File: config.mk
export PLATFORM = sky130hd
export DESIGN_NAME = photon_hit_tally_with_qe
export DESIGN_NICKNAME = d
export VERILOG_FILES = /design/src/rtl/core/phtq_pkg.sv /design/src/rtl/core/photon_hit_tally_with_qe.sv /design/src/rtl/core/phtq_ctrl.sv /design/src/rtl/core/phtq_datapath.sv
export SDC_FILE = /design/constraint.sdc
export NUM_CORES = 2
export LEC_CHECK = 0
export ABC_AREA = 1
export BUFFER_PORTS_ARGS = -buffer_cell sky130_fd_sc_hd__buf_2
export CAP_MARGIN = 20
export CORE_ASPECT_RATIO = 0.6
export CORE_MARGIN = 1
export CORE_UTILIZATION = 63
export CTS_CLUSTER_DIAMETER = 200
export DETAILED_ROUTE_END_ITERATION = 6
export PLACE_DENSITY = 0.81
export SYNTH_ARGS = -nofsm -noshare
export SYNTH_HDL_FRONTEND = slang
export SYNTH_SLANG_ARGS = --single-unit
export TNS_END_PERCENT = 5
File: constraint.sdc
create_clock -name aclk -period 12.4 [get_ports aclk]
set_input_delay 0.62 -clock aclk [delete_from_list [all_inputs] [get_ports aclk]]
set_output_delay 0.62 -clock aclk [all_outputs]
set_load 0.05 [all_outputs]
File: src/rtl/core/phtq_pkg.sv
// ---------------------------------------------------------------------------
// phtq_pkg
// Shared types and constants for the photon hit tally block.
// ---------------------------------------------------------------------------
package phtq_pkg;

    localparam int COUNT_WIDTH_DEF = 32;
    localparam int TIME_WIDTH_DEF  = 32;
    localparam int NUM_COUNTERS    = 9;

    localparam logic [24:0] WL_NUMERATOR = 25'd19837471;

    // process codes
    localparam logic [3:0] PROC_COMPT      = 4'd0;
    localparam logic [3:0] PROC_PHOT       = 4'd1;
    localparam logic [3:0] PROC_CERENKOV   = 4'd2;
    localparam logic [3:0] PROC_GREASE     = 4'd3;
    localparam logic [3:0] PROC_CRY_WIN    = 4'd4;
    localparam logic [3:0] PROC_GRS_WIN    = 4'd5;
    localparam logic [3:0] PROC_WIN_CATH   = 4'd6;
    localparam logic [3:0] PROC_CRY_CATH   = 4'd7;
    localparam logic [3:0] PROC_WIN_CRY    = 4'd8;
    localparam logic [3:0] PROC_GRS_CRY    = 4'd9;
    localparam logic [3:0] PROC_LAST_KNOWN = 4'd9;

    localparam logic [1:0] KIND_OTHER    = 2'd0;
    localparam logic [1:0] KIND_PHOTON   = 2'd1;
    localparam logic [1:0] KIND_ELECTRON = 2'd2;

    // counter slots
    localparam int C_CERENKOV  = 0;
    localparam int C_GREASE    = 1;
    localparam int C_WINDOW    = 2;
    localparam int C_WINDOW1   = 3;
    localparam int C_CATHODE   = 4;
    localparam int C_CATHODE1  = 5;
    localparam int C_DETECTED  = 6;
    localparam int C_DETECTED1 = 7;
    localparam int C_ELECTRON  = 8;

    // controller to datapath
    typedef struct packed {
        logic load;      // capture item, start divider
        logic div_step;  // one restoring step
        logic seg_calc;  // register curve segment and product
        logic rcp_mul;   // reciprocal multiply for the segment fraction
        logic qe_calc;   // register efficiency
        logic commit;    // update state, form result
    } phtq_cmd_t;

    typedef struct packed {
        logic clear;
        logic unknown;
    } phtq_status_t;

endpackage

File: src/rtl/core/photon_hit_tally_with_qe.sv
// ---------------------------------------------------------------------------
// photon_hit_tally_with_qe
// Per-hit photon tallies with photocathode quantum-efficiency acceptance.
// ---------------------------------------------------------------------------
// One hit is taken at a time and yields one result beat. From acceptance a
// hit passes through the bit-serial restoring divider that turns energy into
// wavelength, then the efficiency curve steps (segment product, reciprocal
// multiply, scaling) and then commit. A clear or an unknown-process hit skips
// the divider and the curve and goes straight to commit. The result register
// holds a beat until taken, and commit waits until it is free; the next hit
// may be accepted the cycle after commit, so a new hit is not taken until the
// last one has been committed.
module photon_hit_tally_with_qe #(
    parameter int COUNT_WIDTH = phtq_pkg::COUNT_WIDTH_DEF,
    parameter int TIME_WIDTH  = phtq_pkg::TIME_WIDTH_DEF
) (
    input  logic         aclk,
    input  logic         aresetn,
    input  logic         qe_model_we,
    input  logic         qe_model_wdata,
    input  logic         s_tvalid,
    output logic         s_tready,
    // particle_kind, process_code, energy_mev, tube_index, hit_time, uniform_draw
    input  logic [71:0]  s_tdata,
    // clear_event
    input  logic         s_tuser,
    output logic         m_tvalid,
    input  logic         m_tready,
    // accepted, unknown_process, cerenkov_count, grease_count, window_count,
    // window_tube_one_count, cathode_count, cathode_tube_one_count,
    // detected_count, detected_tube_one_count, electron_count, earliest_time
    output logic [327:0] m_tdata
);
    import phtq_pkg::*;

    logic         qe_model_reg;
    phtq_cmd_t    cmd;
    phtq_status_t status;

    always_ff @(posedge aclk) begin
        if (!aresetn)         qe_model_reg <= 1'b0;
        else if (qe_model_we) qe_model_reg <= qe_model_wdata;
    end

    phtq_ctrl u_ctrl (
        .aclk     (aclk),
        .aresetn  (aresetn),
        .s_tvalid (s_tvalid),
        .s_tready (s_tready),
        .m_tvalid (m_tvalid),
        .m_tready (m_tready),
        .status   (status),
        .cmd      (cmd)
    );

    phtq_datapath #(
        .COUNT_WIDTH (COUNT_WIDTH),
        .TIME_WIDTH  (TIME_WIDTH)
    ) u_dp (
        .aclk     (aclk),
        .aresetn  (aresetn),
        .qe_model (qe_model_reg),
        .s_tdata  (s_tdata),
        .s_tuser  (s_tuser),
        .cmd      (cmd),
        .status   (status),
        .m_tdata  (m_tdata)
    );

endmodule

File: src/rtl/core/phtq_ctrl.sv
// ---------------------------------------------------------------------------
// phtq_ctrl
// Sequencer: accept, 25 divider steps, three curve steps, commit, output hold.
// ---------------------------------------------------------------------------
module phtq_ctrl (
    input  logic                  aclk,
    input  logic                  aresetn,
    input  logic                  s_tvalid,
    output logic                  s_tready,
    output logic                  m_tvalid,
    input  logic                  m_tready,
    input  phtq_pkg::phtq_status_t status,
    output phtq_pkg::phtq_cmd_t   cmd
);
    import phtq_pkg::*;

    localparam logic [2:0] ST_IDLE = 3'd0;
    localparam logic [2:0] ST_DIV  = 3'd1;
    localparam logic [2:0] ST_SEG  = 3'd2;
    localparam logic [2:0] ST_MUL  = 3'd3;
    localparam logic [2:0] ST_QE   = 3'd4;
    localparam logic [2:0] ST_DONE = 3'd5;

    logic [2:0] state_reg, state_next;
    logic [4:0] cnt_reg, cnt_next;
    logic       ovalid_reg, ovalid_next;

    // result register frees once taken or taken this cycle
    logic out_free;
    assign out_free = !ovalid_reg || m_tready;

    assign s_tready = (state_reg == ST_IDLE);
    assign m_tvalid = ovalid_reg;

    always_comb begin
        state_next  = state_reg;
        cnt_next    = cnt_reg;
        ovalid_next = ovalid_reg && !m_tready;
        cmd         = '0;
        unique case (state_reg)
            ST_IDLE: begin
                if (s_tvalid) begin
                    cmd.load   = 1'b1;
                    cnt_next   = 5'd0;
                    state_next = ST_DIV;
                end
            end
            ST_DIV: begin
                if (status.clear || status.unknown) begin
                    state_next = ST_DONE;
                end else begin
                    cmd.div_step = 1'b1;
                    cnt_next     = cnt_reg + 5'd1;
                    if (cnt_reg == 5'd24) state_next = ST_SEG;
                end
            end
            ST_SEG: begin
                cmd.seg_calc = 1'b1;
                state_next   = ST_MUL;
            end
            ST_MUL: begin
                cmd.rcp_mul = 1'b1;
                state_next  = ST_QE;
            end
            ST_QE: begin
                cmd.qe_calc = 1'b1;
                state_next  = ST_DONE;
            end
            ST_DONE: begin
                if (out_free) begin
                    cmd.commit  = 1'b1;
                    ovalid_next = 1'b1;
                    state_next  = ST_IDLE;
                end
            end
            default: state_next = ST_IDLE;
        endcase
    end

    always_ff @(posedge aclk) begin
        if (!aresetn) begin
            state_reg  <= ST_IDLE;
            cnt_reg    <= 5'd0;
            ovalid_reg <= 1'b0;
        end else begin
            state_reg  <= state_next;
            cnt_reg    <= cnt_next;
            ovalid_reg <= ovalid_next;
        end
    end

endmodule

File: src/rtl/core/phtq_datapath.sv
// ---------------------------------------------------------------------------
// phtq_datapath
// Item capture, restoring divider, efficiency curves, tallies and result.
// ---------------------------------------------------------------------------
module phtq_datapath #(
    parameter int COUNT_WIDTH = phtq_pkg::COUNT_WIDTH_DEF,
    parameter int TIME_WIDTH  = phtq_pkg::TIME_WIDTH_DEF
) (
    input  logic                   aclk,
    input  logic                   aresetn,
    input  logic                   qe_model,
    input  logic [71:0]            s_tdata,
    input  logic                   s_tuser,
    input  phtq_pkg::phtq_cmd_t    cmd,
    output phtq_pkg::phtq_status_t status,
    output logic [327:0]           m_tdata
);
    import phtq_pkg::*;

    localparam logic [COUNT_WIDTH-1:0] CNT_MAX = '1;

    // ceil(2^26 / odd part of the segment span)
    localparam logic [23:0] RCP_5  = 24'd13421773;
    localparam logic [23:0] RCP_15 = 24'd4473925;
    localparam logic [23:0] RCP_25 = 24'd2684355;
    localparam logic [23:0] RCP_35 = 24'd1917397;
    localparam logic [23:0] RCP_55 = 24'd1220162;

    // captured item
    logic                  clr_reg;
    logic [1:0]            kind_reg;
    logic [3:0]            proc_reg;
    logic [15:0]           energy_reg;
    logic                  tube1_reg;
    logic [TIME_WIDTH-1:0] time_reg;
    logic [15:0]           draw_reg;

    // divider: 25-bit dividend shifted out, 17-bit partial remainder
    logic [24:0] quo_reg;
    logic [16:0] rem_reg;
    logic [16:0] rem_sh;
    logic [17:0] rem_try;

    logic [15:0] qe_reg;

    logic [COUNT_WIDTH-1:0] cnt_reg [NUM_COUNTERS];
    logic                   first_valid_reg;
    logic [TIME_WIDTH-1:0]  first_time_reg;

    logic accepted_reg, unknown_reg;

    assign status.clear   = clr_reg;
    assign status.unknown = (proc_reg > PROC_LAST_KNOWN);

    assign rem_sh  = {rem_reg[15:0], quo_reg[24]};
    assign rem_try = {1'b0, rem_sh} - {2'b00, energy_reg};

    always_ff @(posedge aclk) begin
        if (cmd.load) begin
            clr_reg    <= s_tuser;
            kind_reg   <= s_tdata[1:0];
            proc_reg   <= s_tdata[5:2];
            energy_reg <= s_tdata[21:6];
            tube1_reg  <= (s_tdata[23:22] == 2'd1);
            time_reg   <= TIME_WIDTH'(s_tdata[55:24]);
            draw_reg   <= s_tdata[71:56];
            quo_reg    <= WL_NUMERATOR;
            rem_reg    <= '0;
        end else if (cmd.div_step) begin
            if (!rem_try[17]) begin
                rem_reg <= rem_try[16:0];
                quo_reg <= {quo_reg[23:0], 1'b1};
            end else begin
                rem_reg <= rem_sh;
                quo_reg <= {quo_reg[23:0], 1'b0};
            end
        end
    end

    // wavelength in 1/16 nm; zero energy treated as infinite
    logic        inf;
    logic [24:0] wl;
    assign inf = (energy_reg == 16'd0);
    assign wl  = quo_reg;

    // one curve segment: start point, end point in nm, slope computed once
    logic [15:0] x1, x2;
    logic [15:0] y1, y2;
    logic        flat;
    logic [15:0] flat_q;
    logic        zero_q;
    logic        std_sel;

    always_comb begin
        x1 = 16'd0; x2 = 16'd1; y1 = 16'd0; y2 = 16'd0;
        flat = 1'b0; flat_q = 16'd0; zero_q = 1'b0;
        std_sel = !qe_model;
        if (!qe_model) begin
            priority if (inf || wl >= 25'(750*16)) zero_q = 1'b1;
            else if (wl < 25'(330*16)) begin flat = 1'b1; flat_q = 16'd14418; end
            else if (wl < 25'(400*16)) begin
                x1 = 16'd330; y1 = 16'd14418; x2 = 16'd400; y2 = 16'd16384;
            end else if (wl < 25'(430*16)) begin
                x1 = 16'd400; y1 = 16'd16384; x2 = 16'd430; y2 = 16'd15073;
            end else if (wl < 25'(530*16)) begin
                x1 = 16'd430; y1 = 16'd15073; x2 = 16'd530; y2 = 16'd7864;
            end else begin
                x1 = 16'd530; y1 = 16'd7864; x2 = 16'd750; y2 = 16'd0;
            end
        end else begin
            priority if (inf || wl < 25'(200*16) || wl >= 25'(650*16)) zero_q = 1'b1;
            else if (wl < 25'(340*16)) begin flat = 1'b1; flat_q = 16'd13763; end
            else if (wl < 25'(380*16)) begin
                x1 = 16'd340; y1 = 16'd13763; x2 = 16'd380; y2 = 16'd14418;
            end else if (wl < 25'(500*16)) begin
                x1 = 16'd380; y1 = 16'd13763; x2 = 16'd500; y2 = 16'd7209;
            end else if (wl < 25'(540*16)) begin
                x1 = 16'd500; y1 = 16'd7209; x2 = 16'd540; y2 = 16'd2621;
            end else begin
                x1 = 16'd540; y1 = 16'd2621; x2 = 16'd650; y2 = 16'd0;
            end
        end
    end

    // rounded product for the segment, span is at most 3520
    logic [15:0] span, dx, dy;
    logic        up;
    logic [31:0] prod;
    assign span = (x2 - x1) << 4;
    assign dx   = 16'(wl) - (x1 << 4);
    assign up   = (y2 >= y1);
    assign dy   = up ? (y2 - y1) : (y1 - y2);
    assign prod = dy * dx + {17'd0, span[15:1]};

    // span = 2^k * odd: shift out 2^k, then multiply by the odd reciprocal,
    // exact for the shifted product below 2^20
    logic [19:0] num_sel;
    logic [23:0] rcp_sel;
    always_comb begin
        unique case (span)
            16'd1120: begin num_sel = 20'(prod >> 5); rcp_sel = RCP_35; end
            16'd480:  begin num_sel = 20'(prod >> 5); rcp_sel = RCP_15; end
            16'd1600: begin num_sel = 20'(prod >> 6); rcp_sel = RCP_25; end
            16'd3520: begin num_sel = 20'(prod >> 6); rcp_sel = RCP_55; end
            16'd640:  begin num_sel = 20'(prod >> 7); rcp_sel = RCP_5;  end
            16'd1920: begin num_sel = 20'(prod >> 7); rcp_sel = RCP_15; end
            16'd1760: begin num_sel = 20'(prod >> 5); rcp_sel = RCP_55; end
            default:  begin num_sel = 20'd0;          rcp_sel = 24'd0;  end
        endcase
    end

    logic [19:0] num_reg;
    logic [23:0] rcp_reg;
    logic        flat_reg, zero_reg, std_reg, up_reg;
    logic [15:0] flat_q_reg, y1_reg;
    logic [43:0] rcp_prod;
    logic [15:0] frac_reg;

    always_ff @(posedge aclk) begin
        if (cmd.seg_calc) begin
            num_reg    <= num_sel;
            rcp_reg    <= rcp_sel;
            flat_reg   <= flat;
            flat_q_reg <= flat_q;
            zero_reg   <= zero_q;
            std_reg    <= std_sel;
            up_reg     <= up;
            y1_reg     <= y1;
        end
    end

    assign rcp_prod = num_reg * rcp_reg;

    always_ff @(posedge aclk) begin
        if (cmd.rcp_mul) frac_reg <= rcp_prod[41:26];
    end

    logic [15:0] q_raw;
    logic [31:0] q_scaled;
    assign q_raw    = flat_reg ? flat_q_reg : (up_reg ? (y1_reg + frac_reg) : (y1_reg - frac_reg));
    assign q_scaled = q_raw * 32'd39322 + 32'd32768;

    always_ff @(posedge aclk) begin
        if (cmd.qe_calc) begin
            if (zero_reg)     qe_reg <= 16'd0;
            else if (std_reg) qe_reg <= q_scaled[31:16];
            else              qe_reg <= q_raw;
        end
    end

    // tallies
    logic inband, cathode, pass;
    logic [NUM_COUNTERS-1:0] bump;
    assign inband  = (kind_reg == KIND_PHOTON) && !inf &&
                     (wl > 25'(200*16)) && (wl < 25'(800*16));
    assign cathode = (proc_reg == PROC_WIN_CATH) || (proc_reg == PROC_CRY_CATH);
    // zero energy forces the efficiency to zero, so only a zero draw passes
    assign pass    = cathode && (draw_reg <= qe_reg);

    always_comb begin
        bump = '0;
        bump[C_CERENKOV]  = inband && (proc_reg == PROC_CERENKOV);
        bump[C_GREASE]    = inband && (proc_reg == PROC_GREASE);
        bump[C_WINDOW]    = inband && ((proc_reg == PROC_CRY_WIN) ||
                                       (proc_reg == PROC_GRS_WIN));
        bump[C_WINDOW1]   = bump[C_WINDOW] && tube1_reg;
        bump[C_CATHODE]   = inband && cathode;
        bump[C_CATHODE1]  = bump[C_CATHODE] && tube1_reg;
        bump[C_DETECTED]  = pass;
        bump[C_DETECTED1] = pass && tube1_reg;
        bump[C_ELECTRON]  = (kind_reg == KIND_ELECTRON);
    end

    always_ff @(posedge aclk) begin
        if (!aresetn) begin
            for (int i = 0; i < NUM_COUNTERS; i++) cnt_reg[i] <= '0;
            first_valid_reg <= 1'b0;
        end else if (cmd.commit) begin
            if (clr_reg) begin
                for (int i = 0; i < NUM_COUNTERS; i++) cnt_reg[i] <= '0;
                first_valid_reg <= 1'b0;
            end else if (!status.unknown) begin
                for (int i = 0; i < NUM_COUNTERS; i++)
                    if (bump[i] && cnt_reg[i] != CNT_MAX) cnt_reg[i] <= cnt_reg[i] + 1'b1;
                if (pass && (!first_valid_reg || time_reg < first_time_reg))
                    first_valid_reg <= 1'b1;
            end
        end
    end

    always_ff @(posedge aclk) begin
        if (cmd.commit && !clr_reg && !status.unknown && pass &&
            (!first_valid_reg || time_reg < first_time_reg))
            first_time_reg <= time_reg;
        if (cmd.commit) begin
            accepted_reg <= !clr_reg && !status.unknown && pass;
            unknown_reg  <= !clr_reg && status.unknown;
        end
    end

    // counters shown as 32 bits, zero-extended or truncated
    always_comb begin
        m_tdata[0] = accepted_reg;
        m_tdata[1] = unknown_reg;
        for (int i = 0; i < NUM_COUNTERS; i++)
            m_tdata[2 + 32*i +: 32] = 32'(cnt_reg[i]);
        m_tdata[290 +: 33] = first_valid_reg ? 33'(first_time_reg) : '1;
        m_tdata[327:323] = 5'd0;
    end

endmodule
Yosys cells after proc, flatten, opt, wreduce, memory -nomap -nowiden --
Memory sizes are Yosys's and may differ from the RTL's. Cells that the tools add are included.
Storage, ports and cells: input port bits 79, memories kept 1, register bits 270, memory bits (writable) 288
Operators by class: equality and inequality tests 36, reduce and logical (&&, ||, !) cells 56, $lt $le $gt $ge 17, bitwise logic cells 18, add/subtract/negate cells 19, muxes and demuxes 165, $mul 3
Memory list:
- u_dp.cnt_reg | depth 9, bits a word 32, rd ports 9, clocked after memory_dff 0, write ports 9, RTL line phtq_datapath.sv:46 | logic [COUNT_WIDTH-1:0] cnt_reg [NUM_COUNTERS];
Operators with widths (number):
- $mux W32 | 18
- $mux W16 | 26
- $add A32 B1 Y32 const B | 9
- $ne A32 B32 Y1 const B | 9
- $mux W12 | 15
- $lt A25 B13 Y1 const B | 6
- $pmux W24 S5 | 1
- $mux W1 | 82
- $lt A25 B14 Y1 const B | 3
- $sub A16 B16 Y16 | 4
- $mux W10 | 6
- $pmux W20 S3 | 1
- $ge A25 B14 Y1 const B | 2
- $eq A12 B7 Y1 const B | 4
- $mul A20 B24 Y42 | 1
- $mux W14 | 3
- $mux W33 | 1
- $add A32 B16 Y32 const B | 1
- $lt A32 B32 Y1 | 1
- $mul A16 B15 Y31 const B | 1
- $logic_and A1 B1 Y1 | 29
- $add A27 B15 Y27 | 1
- $mul A16 B16 Y27 | 1
- $mux W13 | 2
- 37 further kinds | 87

Logic depth before layout (Yosys ltp) --
word-level depth 15, depth in mapped cells 59, depth with buffers taken out 57

Hierarchy --
From an unflattened synthesis, not the netlist that was laid out.
Second synthesis, totals: cells, all modules 6659, area total of the unflattened synthesis 57149.8 um2
By module, submodules not included:
- phtq_datapath | cells each 6560, instances 1, area an instance 56479.2 um2
- phtq_ctrl | cells each 93, instances 1, area an instance 629.4 um2
- photon_hit_tally_with_qe | cells each 6, instances 1, area an instance 41.3 um2

Least setup slack after synthesis --
OpenSTA, ideal clock, no wires.
path type register to register, from register u_dp.quo_reg[24], to register u_dp.num_reg[14] (data pin), data arrival time 8550 ps, buffers on the path 2, clock period less this slack 8816 ps, slack 3584 ps, setup time 265 ps, data required time 12135 ps, stages on the path, launching flop included 52, cell sequence dfxtp_1 nor2_1 nand2_1 nor2_4 nand2_2 nor2_1 o21ai_0 inv_1 nand2_1 nor2_1 inv_1 nor3_1 nor2_1 inv_1 ha_1 inv_1 fa_1 nand2_1 [16 not listed] fa_1 fa_1 fa_1 fa_1 fa_1 inv_1 ha_1 a21oi_1 o21ai_0 a21oi_1 nand2_1 nand3_1 nand2_1 nand2_1 nand2_1 or2_1 nand3_1 o211ai_1
Between the ends: elaborated cells between the ends (all ways) 77, those cells by class add/sub (5); mul (1); order compare (12); eq/ne (7); mux (46); reduce/logical (6)
RTL lines:
- start: declaration | RTL line phtq_datapath.sv:39 | logic [24:0] quo_reg;
- start signal: assignment | RTL line phtq_datapath.sv:72 | quo_reg <= {quo_reg[23:0], 1'b1};
- start signal: assignment | RTL line phtq_datapath.sv:75 | quo_reg <= {quo_reg[23:0], 1'b0};
- $lt A25 B14 Y1 | RTL line phtq_datapath.sv:105 | end else if (wl < 25'(530*16)) begin
- $mux W10 | RTL line phtq_datapath.sv:105
- $mux W10 | RTL line phtq_datapath.sv:103 | end else if (wl < 25'(430*16)) begin
- $mux W12 | RTL line phtq_datapath.sv:101 | else if (wl < 25'(400*16)) begin
- $mux W12 | RTL line phtq_datapath.sv:100 | else if (wl < 25'(330*16)) begin flat = 1'b1; flat_q = 16'd14418; end
- $mux W12 | RTL line phtq_datapath.sv:99 | priority if (inf || wl >= 25'(750*16)) zero_q = 1'b1;
- $mux W12 * | RTL line phtq_datapath.sv:98 | if (!qe_model) begin
- named net u_dp.x1[2] | RTL line phtq_datapath.sv:87 | logic [15:0] x1, x2;
- $sub A16 B16 Y16 / $sub A12 B12 Y12 (equally long branches) | RTL line phtq_datapath.sv:130, phtq_datapath.sv:129
- $mul A16 B16 Y27 (tied with other cells) | RTL line phtq_datapath.sv:133 | assign prod = dy * dx + {17'd0, span[15:1]};
- $add A27 B15 Y27 (tied with other cells) | RTL line phtq_datapath.sv:133
- $pmux W20 S3 * | RTL line phtq_datapath.sv:140 | unique case (span)
- end signal: assignment | RTL line phtq_datapath.sv:161 | num_reg <= num_sel;
- end: declaration | RTL line phtq_datapath.sv:152 | logic [19:0] num_reg;
Mark *: on every way through the listed nets, which the timed path passes. The rest lies on a longest branch. A chain may end at the register's enable or synchronous reset.

Worst setup path after layout --
from register u_dp.quo_reg[24], to register u_dp.num_reg[13] (data pin)
The elaborated chain is that of the path after synthesis.

==> impl_metrics.py <==
metrics = {
    "logic_synthesis": {
        "synthMuxAreaShare_pct": 0.01751,
        "synth_compound_area_share_pct": 5.874,
        "synthTopCellsByArea": "edfxtp_1 25%, fa_1 23%, ha_1 11%",
        "synth-simple-area-share_pct": 19.74,
        "synth_top_family_by_area": "adder cells",
        "synth-xor-area-share_pct": 2.773,
        "ys_warn_count": 0,
        "yosysMostFrequentCell": "inv_1",
        "netlist.area_leader.share_pct": 25.26,
        "yosysSeqAreaShare_pct": 27.08,
        "async_reset_ff_share_pct": 0,
        "netlist_top_cells_count": "1,472 x inv_1, 1,261 x nand2_1, 644 x fa_1",
        "netlist-cell-type-count": 70,
        "synth_edf_count": 481,
        "netlist_area_sq_um": 57170,
        "ys.flop_type": "edfxtp_1",
        "synth_seq_cells": 533,
        "avgSynthCellArea_sq_um": 8.643,
        "synth-adder-area-share_pct": 33.45,
        "syn_inst": 6615,
        "netlist.top_cell.by_area": "edfxtp_1",
    },
    "timing": {
        "setup_ws_ns": 1.417,
        "maxSlewViolCount": 0,
        "finalSetupViolations": 0,
        "setup_tns_ns": 0,
        "worstMarginPinSlew_ns": 1.251,
        "fmax_mhz": 91.05,
        "layout_min_cycle_time_ns": 10.98,
        "fin_skew_ns": 0.04845,
        "holdWs_ns": 0.1315,
        "rsz0062_at_grt": "no",
        "period_share_pct": 88.57,
        "hold_viol_final": 0,
        "relSlewSlack_pct": 16.63,
    },
    "worst_setup_path": {
        "endpoint_kind": "register",
        "arrival_ns": 11.39,
        "slowest_stage": "fa_1",
        "cpMostUsedCell": "inv_1",
        "critical_path.max_stage_delay_ns": 0.59,
        "cp-start-kind": "register",
        "reg2reg_depth": 46,
        "cp.required_ns": 12.81,
        "critPathKind": "reg2reg",
        "path_max_fanout": 17,
    },
    "final_layout": {
        "final_area_sq_um": 62210,
        "largest_register_ffs": 288,
        "final-instance-count-excl-fill": 8235,
        "area_growth_pct": 8.804,
        "finish.utilization_pct": 69.30,
        "nets": 8191,
        "drive_above_1_share_pct": 8.939,
    },
    "global_routing": {
        "grt_max_degree": 194,
        "grt.met3_usage_pct": 17.45,
        "grt_pass1_wl_um": 262900,
        "gr-usage-all-layers_pct": 37.15,
        "antenna_found_initial": 4,
        "grt_use_met2_pct": 47.50,
        "grt_pass1_vias": 45830,
        "grt_util_met1_pct": 55.53,
        "gr-max-usage-layer": "met1",
        "gr-total-overflow": 0,
    },
    "flow_run": {
        "drv_cap": 0,
    },
    "outcome": {
        "status": "finished with violations",
        "violations": "DRC",
    },
    "power_and_ir_drop": {
        "powerDensity_nw_per_um2": 306.9,
        "p_leak_nw": 30.08,
        "vdd_drop_max_v": 0.0008443,
        "power_mw": 19.09,
    },
    "placed_design": {
        "gp_congestion": 1.058,
        "dp_hpwl_um": 138500,
        "dp_cells": 8131,
        "portBuffers": 403,
        "dp_slack_ns": 1.802,
        "place_area_sq_um": 60310,
    },
    "detailed_routing": {
        "dr.pass1.iters": 7,
        "antenna_left": 0,
        "wl_per_cell_um": 20.63,
        "via_count": 47640,
        "drc": 2,
        "via_per_inst": 5.785,
        "wirelength_um": 169900,
        "drtIter0Drc": 6190,
    },
    "clock_tree": {
        "clk_pin_slew_ns": 0.07,
        "cts_root_buffer": "clkbuf_16",
        "clock_path_buffers": 3,
        "cts_setup_buffers": 0,
        "hold_buffers": 0,
        "cts_resized": 0,
        "clock-sinks": 533,
        "tritoncts": "done",
        "clkLatencyLatePin_ns": 0.66,
        "numCtsBuffers": 52,
        "h-tree-depth": 2,
    },
    "min_path": {
        "hold_path_class": "in2reg",
        "hold_depth": 1,
    },
    "floorplanning": {
        "core_sq_um": 89760,
        "start_util_pct": 63.69,
        "io_pins": 409,
        "design.die.area_sq_um": 92000,
        "die_w_um": 390.9,
        "fp.dieH_um": 235.3,
        "rows": 85,
    },
}
-- power breakdown --
part	internal (mW)	switching, mW
Sequential	2.48	0.156
Clock	0.979	0.770
Combinational	5.49	9.22
-- routing by layer --
layer | vias up | part of all wire [%]
met5 | - | 0.29
met4 | 12 | 2.9
met3 | 303 | 16
met2 | 3003 | 38
met1 | 22670 | 42
li1 | 21650 | -
-- placed cells by master, fill, tap and decap left out, types with 7 or more instances in the layout --
cell,instances
o221ai_1,7
a21o_1,13
o21a_1,12
buf_4,36
clkbuf_16,52
a211oi_1,12
and3_1,13
clkinv_2,7
fa_1,644
a31oi_1,24
inv_1,1471
nor4_2,16
o21bai_1,14
bufinv_16,9
nand3b_1,13
xor2_1,122
nor2_1,572
xnor2_1,59
buf_2,403
nor3_2,15
nor2_2,25
o211ai_1,21
nor2_4,7
o21ai_0,149
clkbuf_1,8
ha_1,498
nand2_1,1261
a22oi_1,13
o22ai_1,13
nor3b_1,110
nor3_1,103
nor4_1,41
and3b_1,12
clkinv_1,18
nand3_1,200
edfxtp_1,481
dfxtp_1,52
or2_2,16
a21oi_1,276
nand4_1,111
-- cells by family after synthesis --
logic type | Yosys count
AND/OR/NAND/NOR | 2535
buffers and inverters | 1632
adder cells (fa/ha/maj) | 1142
AO/OA/AOI/OAI | 590
flip-flops | 533
XOR/XNOR | 181
other | 1
multiplexers | 1
-- worst max-delay path, delay by kind of cell, from the launching register on --
kind,cells,cell delay (ns)
buf+inv,9,1.40
flops,1,0.32
simple gates,21,3.58
fa+ha+maj,9,4.04
xor+xnor,1,0.27
compound gates,6,1.10
-- cell type report --
class	count	area, sq um
antenna	3	7.507
clock buffer	61	1345
clock inverter	37	503.0
fill	7054	27560
inverter	1487	5584
multi-input combinational	4454	35420
sequential	533	15480
tap	1218	1524
timing repair buffer	442	2342
-- final timing paths --
check	startpoint	endpoint	slack [ns]
max reg2reg	u_dp.quo_reg[24]$_SDFFE_PP1P_	u_dp.num_reg[13]$_SDFFCE_PN0P_	1.42
min	s_tdata[2]	u_dp.proc_reg[0]$_DFFE_PP_	0.13
max	u_dp.quo_reg[24]$_SDFFE_PP1P_	u_dp.num_reg[13]$_SDFFCE_PN0P_	1.42
min reg2reg	u_dp.time_reg[13]$_DFFE_PP_	u_dp.first_time_reg[13]$_DFFE_PP_	0.45
No activity file was read; power rests on OpenSTA's default activity.
